### src/rtl/core/jacobi_five_point_stencil_assert.svh
// Assertion macros for the five-point stencil block.
`ifndef JACOBI_FIVE_POINT_STENCIL_ASSERT_SVH
`define JACOBI_FIVE_POINT_STENCIL_ASSERT_SVH

// Same-cycle implication, sampled on clk, off while rst_n is low.
`define JFPS_ASSERT_NOW(label, ante, cons, msg) \
    label: assert property (@(posedge clk) disable iff (!rst_n) (ante) |-> (cons)) \
        else $error(msg);

// Next-cycle implication, sampled on clk, off while rst_n is low.
`define JFPS_ASSERT_NEXT(label, ante, cons, msg) \
    label: assert property (@(posedge clk) disable iff (!rst_n) (ante) |=> (cons)) \
        else $error(msg);

`endif

### src/rtl/core/jacobi5_pkg.sv
// Shared constants and types of the five-point stencil block.
package jacobi5_pkg;

    localparam int DATA_W    = 32;
    localparam int FRAC_W    = 30;
    localparam int GRID_ROWS = 128;
    localparam int GRID_COLS = 128;
    localparam int ROW_W     = $clog2(GRID_ROWS);
    localparam int COL_W     = $clog2(GRID_COLS);
    localparam int IDX_W     = 7;

    // operand queue between front and back
    localparam int Q_DEPTH = 4;
    localparam int Q_PTR_W = $clog2(Q_DEPTH);
    localparam int Q_LVL_W = $clog2(Q_DEPTH + 1);

    // datapath widths
    localparam int PAIR_W = DATA_W + 1;
    localparam int PROD_W = PAIR_W + DATA_W;
    localparam int SUM_W  = PROD_W + 2;
    localparam int SH_W   = SUM_W - FRAC_W;

    localparam logic signed [DATA_W-1:0] SAT_MAX = {1'b0, {(DATA_W-1){1'b1}}};
    localparam logic signed [DATA_W-1:0] SAT_MIN = {1'b1, {(DATA_W-1){1'b0}}};

    // configuration map
    localparam int ADDR_W = 4;
    localparam int RIDX_W = ADDR_W - 2;
    localparam logic [RIDX_W-1:0] REG_COEF_X   = 2'd0;
    localparam logic [RIDX_W-1:0] REG_COEF_Y   = 2'd1;
    localparam logic [RIDX_W-1:0] REG_COEF_SRC = 2'd2;

    localparam logic signed [DATA_W-1:0] COEF_X_RST   = 32'sd268435456;
    localparam logic signed [DATA_W-1:0] COEF_Y_RST   = 32'sd268435456;
    localparam logic signed [DATA_W-1:0] COEF_SRC_RST = -32'sd16643;

    typedef struct packed {
        logic [IDX_W-1:0] row;
        logic [IDX_W-1:0] col;
        logic             last;
    } meta_t;

    typedef struct packed {
        logic signed [DATA_W-1:0] up;
        logic signed [DATA_W-1:0] down;
        logic signed [DATA_W-1:0] left;
        logic signed [DATA_W-1:0] right;
        logic signed [DATA_W-1:0] src;
        meta_t                    meta;
    } q_entry_t;

    typedef struct packed {
        logic [Q_LVL_W-1:0] level;
        logic               full;
        logic               empty;
    } q_stat_t;

    typedef struct packed {
        logic signed [DATA_W-1:0] cx;
        logic signed [DATA_W-1:0] cy;
        logic signed [DATA_W-1:0] cb;
    } coef_t;

endpackage

### src/rtl/core/jacobi5_queue.sv
// Operand queue between the front end and the arithmetic back end.
module jacobi5_queue (
    input  logic                  clk,
    input  logic                  rst_n,
    input  logic                  push,
    input  jacobi5_pkg::q_entry_t push_data,
    input  logic                  pop,
    output jacobi5_pkg::q_entry_t pop_data,
    output jacobi5_pkg::q_stat_t  stat
);

    localparam int DEPTH = jacobi5_pkg::Q_DEPTH;
    localparam int PTR_W = jacobi5_pkg::Q_PTR_W;
    localparam int LVL_W = jacobi5_pkg::Q_LVL_W;

    jacobi5_pkg::q_entry_t entry_reg [DEPTH];

    logic [PTR_W-1:0] wr_ptr_reg, wr_ptr_next;
    logic [PTR_W-1:0] rd_ptr_reg, rd_ptr_next;
    logic [LVL_W-1:0] count_reg, count_next;
    logic             do_push;
    logic             do_pop;

    assign stat.level = count_reg;
    assign stat.full  = (count_reg == LVL_W'(DEPTH));
    assign stat.empty = (count_reg == '0);

    assign do_push = push && !stat.full;
    assign do_pop  = pop && !stat.empty;

    assign wr_ptr_next = (wr_ptr_reg == PTR_W'(DEPTH - 1)) ? '0 : wr_ptr_reg + PTR_W'(1);
    assign rd_ptr_next = (rd_ptr_reg == PTR_W'(DEPTH - 1)) ? '0 : rd_ptr_reg + PTR_W'(1);

    always_comb
    begin
        count_next = count_reg;
        if (do_push && !do_pop)
        begin
            count_next = count_reg + LVL_W'(1);
        end
        else if (do_pop && !do_push)
        begin
            count_next = count_reg - LVL_W'(1);
        end
    end

    always_ff @(posedge clk or negedge rst_n)
    begin
        if (!rst_n)
        begin
            wr_ptr_reg <= '0;
            rd_ptr_reg <= '0;
            count_reg  <= '0;
        end
        else
        begin
            count_reg <= count_next;
            if (do_push)
            begin
                wr_ptr_reg <= wr_ptr_next;
            end
            if (do_pop)
            begin
                rd_ptr_reg <= rd_ptr_next;
            end
        end
    end

    always_ff @(posedge clk)
    begin
        if (do_push)
        begin
            entry_reg[wr_ptr_reg] <= push_data;
        end
    end

    assign pop_data = entry_reg[rd_ptr_reg];

endmodule

### config.mk
export PLATFORM = sky130hd
export DESIGN_NAME = jacobi5_queue
export DESIGN_NICKNAME = d
export VERILOG_FILES = /design/src/rtl/core/jacobi_five_point_stencil_assert.svh /design/src/rtl/core/jacobi5_pkg.sv /design/src/rtl/core/jacobi5_queue.sv
export SDC_FILE = /design/constraint.sdc
export NUM_CORES = 1
export LEC_CHECK = 0
export ABC_CLOCK_PERIOD_IN_PS = 5700
export BUFFER_PORTS_ARGS = -buffer_cell sky130_fd_sc_hd__buf_2
export CORE_MARGIN = 3
export CORE_UTILIZATION = 46
export DETAILED_ROUTE_END_ITERATION = 10
export PLACE_DENSITY = 0.69
export SLEW_MARGIN = 20
export SYNTH_ARGS = -nofsm -noshare
export SYNTH_HDL_FRONTEND = slang
export SYNTH_SLANG_ARGS = --single-unit
### constraint.sdc
create_clock -name clk -period 5.7 [get_ports clk]
set_input_delay 0.285 -clock clk [delete_from_list [all_inputs] [get_ports clk]]
set_output_delay 0.285 -clock clk [all_outputs]
set_load 0.05 [all_outputs]
**Word level (Yosys, flattened, before mapping)**

Memories as Yosys holds them, arrays and structs flattened.
Index checks and enable logic that the tools add are counted.

- Memories kept: 1
- Logic and storage cells: 27
- Input port bits: 179
- RAM bits: 700
- Bits in registers: 7

Memory list:

| name | words | bits a word | rd ports | clocked after Yosys merged registers in | write ports | line | text |
|---|---|---|---|---|---|---|---|
| entry_reg | 4 | 175 | 1 | 0 | 1 | jacobi5_queue.sv:16 | `jacobi5_pkg::q_entry_t entry_reg [DEPTH];` |

- Equality and inequality tests: 3
- Add/subtract/negate cells: 4
- Reductions and logical operators: 10
- Mux-type cells: 6

Operators by type and width:

| operator | number |
|---|---|
| $mux W3 | 2 |
| $add A2 B1 Y2 const B | 2 |
| $eq A2 B2 Y1 const B | 2 |
| $logic_and A1 B1 Y1 | 4 |
| $logic_not A1 Y1 | 4 |
| $mux W2 | 2 |
| $add A3 B1 Y3 const B | 1 |
| $eq A3 B3 Y1 const B | 1 |
| $logic_not A3 Y1 | 1 |
| $sub A3 B1 Y3 const B | 1 |
| $mux W1 | 2 |
| $reduce_bool A2 Y1 | 1 |

**Longest topological paths before layout**

- Word-level depth: 7
- Depth in mapped cells: 9

**Worst setup path before layout**

No wires, ideal clock.

- Path type: reg-to-reg
- Start point: register count_reg[0]
- End point: memory entry_reg[1][0] in the netlist's numbering (enable)
- Path buffers: 1
- Stages on the path, launching flop included: 5
- Required time: 5144 ps
- Path slack: -188 ps
- Arrival: 5332 ps
- Cell sequence: dfrtp_1 > nor3b_2 > nor2b_1 > buf_2 > and2_1

RTL lines:

| what | line | text |
|---|---|---|
| start: declaration | jacobi5_queue.sv:20 | `logic [LVL_W-1:0] count_reg, count_next;` |
| start signal: assignment | jacobi5_queue.sv:57 | `count_reg <= count_next;` |
| end: declaration | jacobi5_queue.sv:16 |  |

==> flow_metrics.py <==
metrics = {
    "detailed_routing": {
        "routedWlPerCell_um": 22.1,
        "antenna_left": 0,
        "number_of_drc_markers_after_the_initial_detailed_route_iteration": 688,
        "via_count": 12100,
        "drc_errors": 0,
        "finalWirelength_mm": 51.5,
        "detail_route.vias_per_cell": 5.21,
        "drt_pass1_iterations": 4,
    },
    "layout": {
        "fillCellCount": 3830,
        "areaGrowthSynthToFinish_pct": 25.9,
        "final_net_count": 1718,
        "largest_reg_flops": 700,
        "final_non_filler_cells": 2327,
        "drive_gt1_frac": 0.414,
    },
    "timing": {
        "clock.fmax_mhz": 318,
        "tightest_slew_ns": 0.883,
        "hold_violations": 0,
        "min_period_over_period": 0.552,
        "finalClockSkew_ns": 0.0168,
        "finalCriticalPeriod_ns": 3.15,
        "headroom_to_the_max_slew_limit": 0.411,
        "timing.final.ws_setup_ns": 2.55,
        "fin_setup_tns_ns": 0,
        "slew_limit_fails": 0,
        "setup_viol": 0,
        "rsz0062_at_grt": "false",
    },
    "clocking": {
        "numClockSinks": 707,
        "postCtsSetupRepairBufs": 0,
        "clk-insertion-delay-late_ns": 0.61,
        "clk_pin_slew_worst_paths_ns": 0.06,
        "cts_buffers": 72,
        "clock_tree.htree_level_count": 3,
        "clockRootBuffer": "clkbuf_16",
        "clock_path_buffers": 3,
        "tritoncts": "built",
    },
    "synth": {
        "yosys.cell_types.count": 19,
        "synth_seq_area_share": 0.825,
        "postSynthCellCount": 952,
        "syn_area_um2": 25700,
        "ys_seq_elements": 707,
        "post_synth_main_area_contributors": "edfxtp_1 82%, mux4_2 15%, buf_6 0.70%",
        "postSynthAreaPerCell_um2": 27.0,
        "synth.largest_area_cell": "edfxtp_1",
        "synth.net_count": 1138,
        "synthesis.yosys.warnings": 0,
        "portion_of_synthesized_cell_area_occupied_by_the_leading_cell_type": 0.818,
    },
    "floorplan": {
        "floorplan.initialDensity": 0.471,
        "core_area_um2": 54600,
        "design.portCount": 359,
        "floorplan.rows": 85,
        "height_of_the_die_um": 242,
        "die_wd_um": 242,
        "die_area_um2": 58700,
    },
    "critical_path": {
        "reg2reg_from": "count_reg[2]",
        "endpoint_kind": "primary output",
        "reg2regPathDepth": 4,
        "cp.arrival_ns": 2.86,
        "critical_path_class": "reg -> out",
        "critical_path.max_fanout": 83,
        "worstSetupStartpoint": "rd_ptr_reg[0]",
        "critical_path.startpoint_type": "register",
        "required_ns": 5.41,
    },
    "global_route": {
        "grt_start_max_net_pins": 92,
        "gr-total-overflow": 0,
        "globalRouteTotalUtil": 0.178,
        "antenna_found_initial": 5,
        "grt_first_pass_wirelength_mm": 79.5,
        "grt_pass1_vias": 13000,
    },
    "power_and_ir_drop": {
        "power.leakage_nw": 11.0,
        "power.density_nw_per_um2": 583,
        "peakVddDrop_mv": 0.511,
    },
    "worst_hold_path": {
        "worstHoldPathType": "in -> async",
    },
    "placed_design": {
        "post-dp-hpwl_mm": 29.8,
        "gp_routability_congestion": 0.759,
        "io_buffers": 358,
        "post-place-cells": 2021,
        "dp_slack_ns": 2.79,
    },
    "status": {
        "outcome": "finished, final reports clean",
    },
    "job": {
        "max_cap_viol_count": 0,
    },
}
-- per-layer routing --
layer  part of all wire  vias to the layer above  track usage  wire length (µm)
li1                   -                     5304            -                 -
met1               0.42                     6354        0.242             21400
met2               0.49                      385        0.282             25200
met3              0.075                       78       0.0502              3840
met4              0.020                        4       0.0546              1020
met5            0.00041                        -            0                21
-- report_power, final --
group          total, mW  leakage [nW]  switching, mW  internal (mW)
logic               7.17          3.45           5.09           2.09
clock network       4.49          1.10           1.86           2.63
registers           7.19          6.49          0.322           6.86
total               18.8          11.0           7.27           11.6
-- cell type report --
cell class              count  area (µm²)  area share
multi-input cells         201        4190       0.130
flip-flops and latches    707       21200       0.656
well taps                 739         925      0.0286
diodes                      5        12.5    0.000387
repair buffers            547        3740       0.116
clock buffers              96        1930      0.0598
inverters                   3        11.3    0.000348
clock inverters            29         327      0.0101
-- cells by family after synthesis --
kind of cell	synth area share
AOI/OAI and AO/OA	0.000585
xor gates and xnor gates	0.00102
adders and majority gates	0.00370
buffers and inverters	0.0121
DFF	0.825
muxes	0.155
and+or+nand+nor	0.00239
-- path summary, 6_finish.rpt --
| check | to | slack (ns) |
|---|---|---|
| setup / recovery | pop_data[84] | 2.55 |
| hold / removal | wr_ptr_reg[0] | 0.06 |
| setup reg to reg | entry_reg[3][36] | 2.80 |
| hold reg to reg | count_reg[2] | 0.55 |
| max in group asynchronous | rd_ptr_reg[1] | 5.45 |
| min in group clk | rd_ptr_reg[0] | 0.10 |
-- synthesized netlist by cell type --
master and instances:
edfxtp_1 700, mux2_2 4, ha_1 6, nor2b_1 1
buf_6 16, o31ai_1 1, buf_2 21, xor2_1 2
nor3b_2 1, dfrtp_1 7, nor3_1 2, a21o_1 1
mux4_2 175, fa_1 1, and2_1 4, inv_1 3
clkbuf_1 4, nor2_1 2, xnor2_1 1
-- cell usage in the layout, fill, tap and decap left out --
master / n
inv_16: 1
bufinv_16: 5
inv_6: 1
buf_4: 6
clkbuf_16: 74
dfrtp_4: 2
dfrtp_1: 5
nor2_1: 2
o31ai_1: 1
nor3_1: 2
mux2_2: 4
dlygate4sd3_1: 176
clkinv_4: 2
clkinv_1: 5
xnor2_1: 1
and2_4: 4
a21o_1: 1
buf_2: 358
clkbuf_1: 22
fa_1: 1
diode_2: 5
ha_1: 6
clkinv_2: 11
mux4_2: 175
inv_1: 3
nor2b_1: 1
clkinvlp_4: 1
nor3b_2: 1
xor2_1: 2
clkinv_8: 3
edfxtp_1: 700
buf_12: 7
-- repair_timing --
item                      4_1_cts  5_1_grt
hold endpoints to repair      707        0
hold buffers                  176        0
gates resized for setup         0        0
-- critical path: stages (launching register included) --
cell	delay, ns
dfrtp_4	0.68
buf_12	0.48
mux4_2	0.62
buf_2	0.23
-- through the flow --
step | power (mW) | util | area, µm² | hold slack [ns]
2_1_floorplan | 12.8 | - | 25700 | -0.0106
3_3_place_gp | 14.4 | 0.519 | 28300 | 0.132
3_5_place_dp | 14.5 | 0.519 | 28300 | 0.136
4_1_cts | 19.1 | 0.593 | 32300 | 0.0150
5_1_grt | 19.6 | 0.593 | 32300 | 0.0403
6_report | 18.8 | 0.593 | 32300 | 0.0623
No activity file was read; power rests on OpenSTA's default activity.
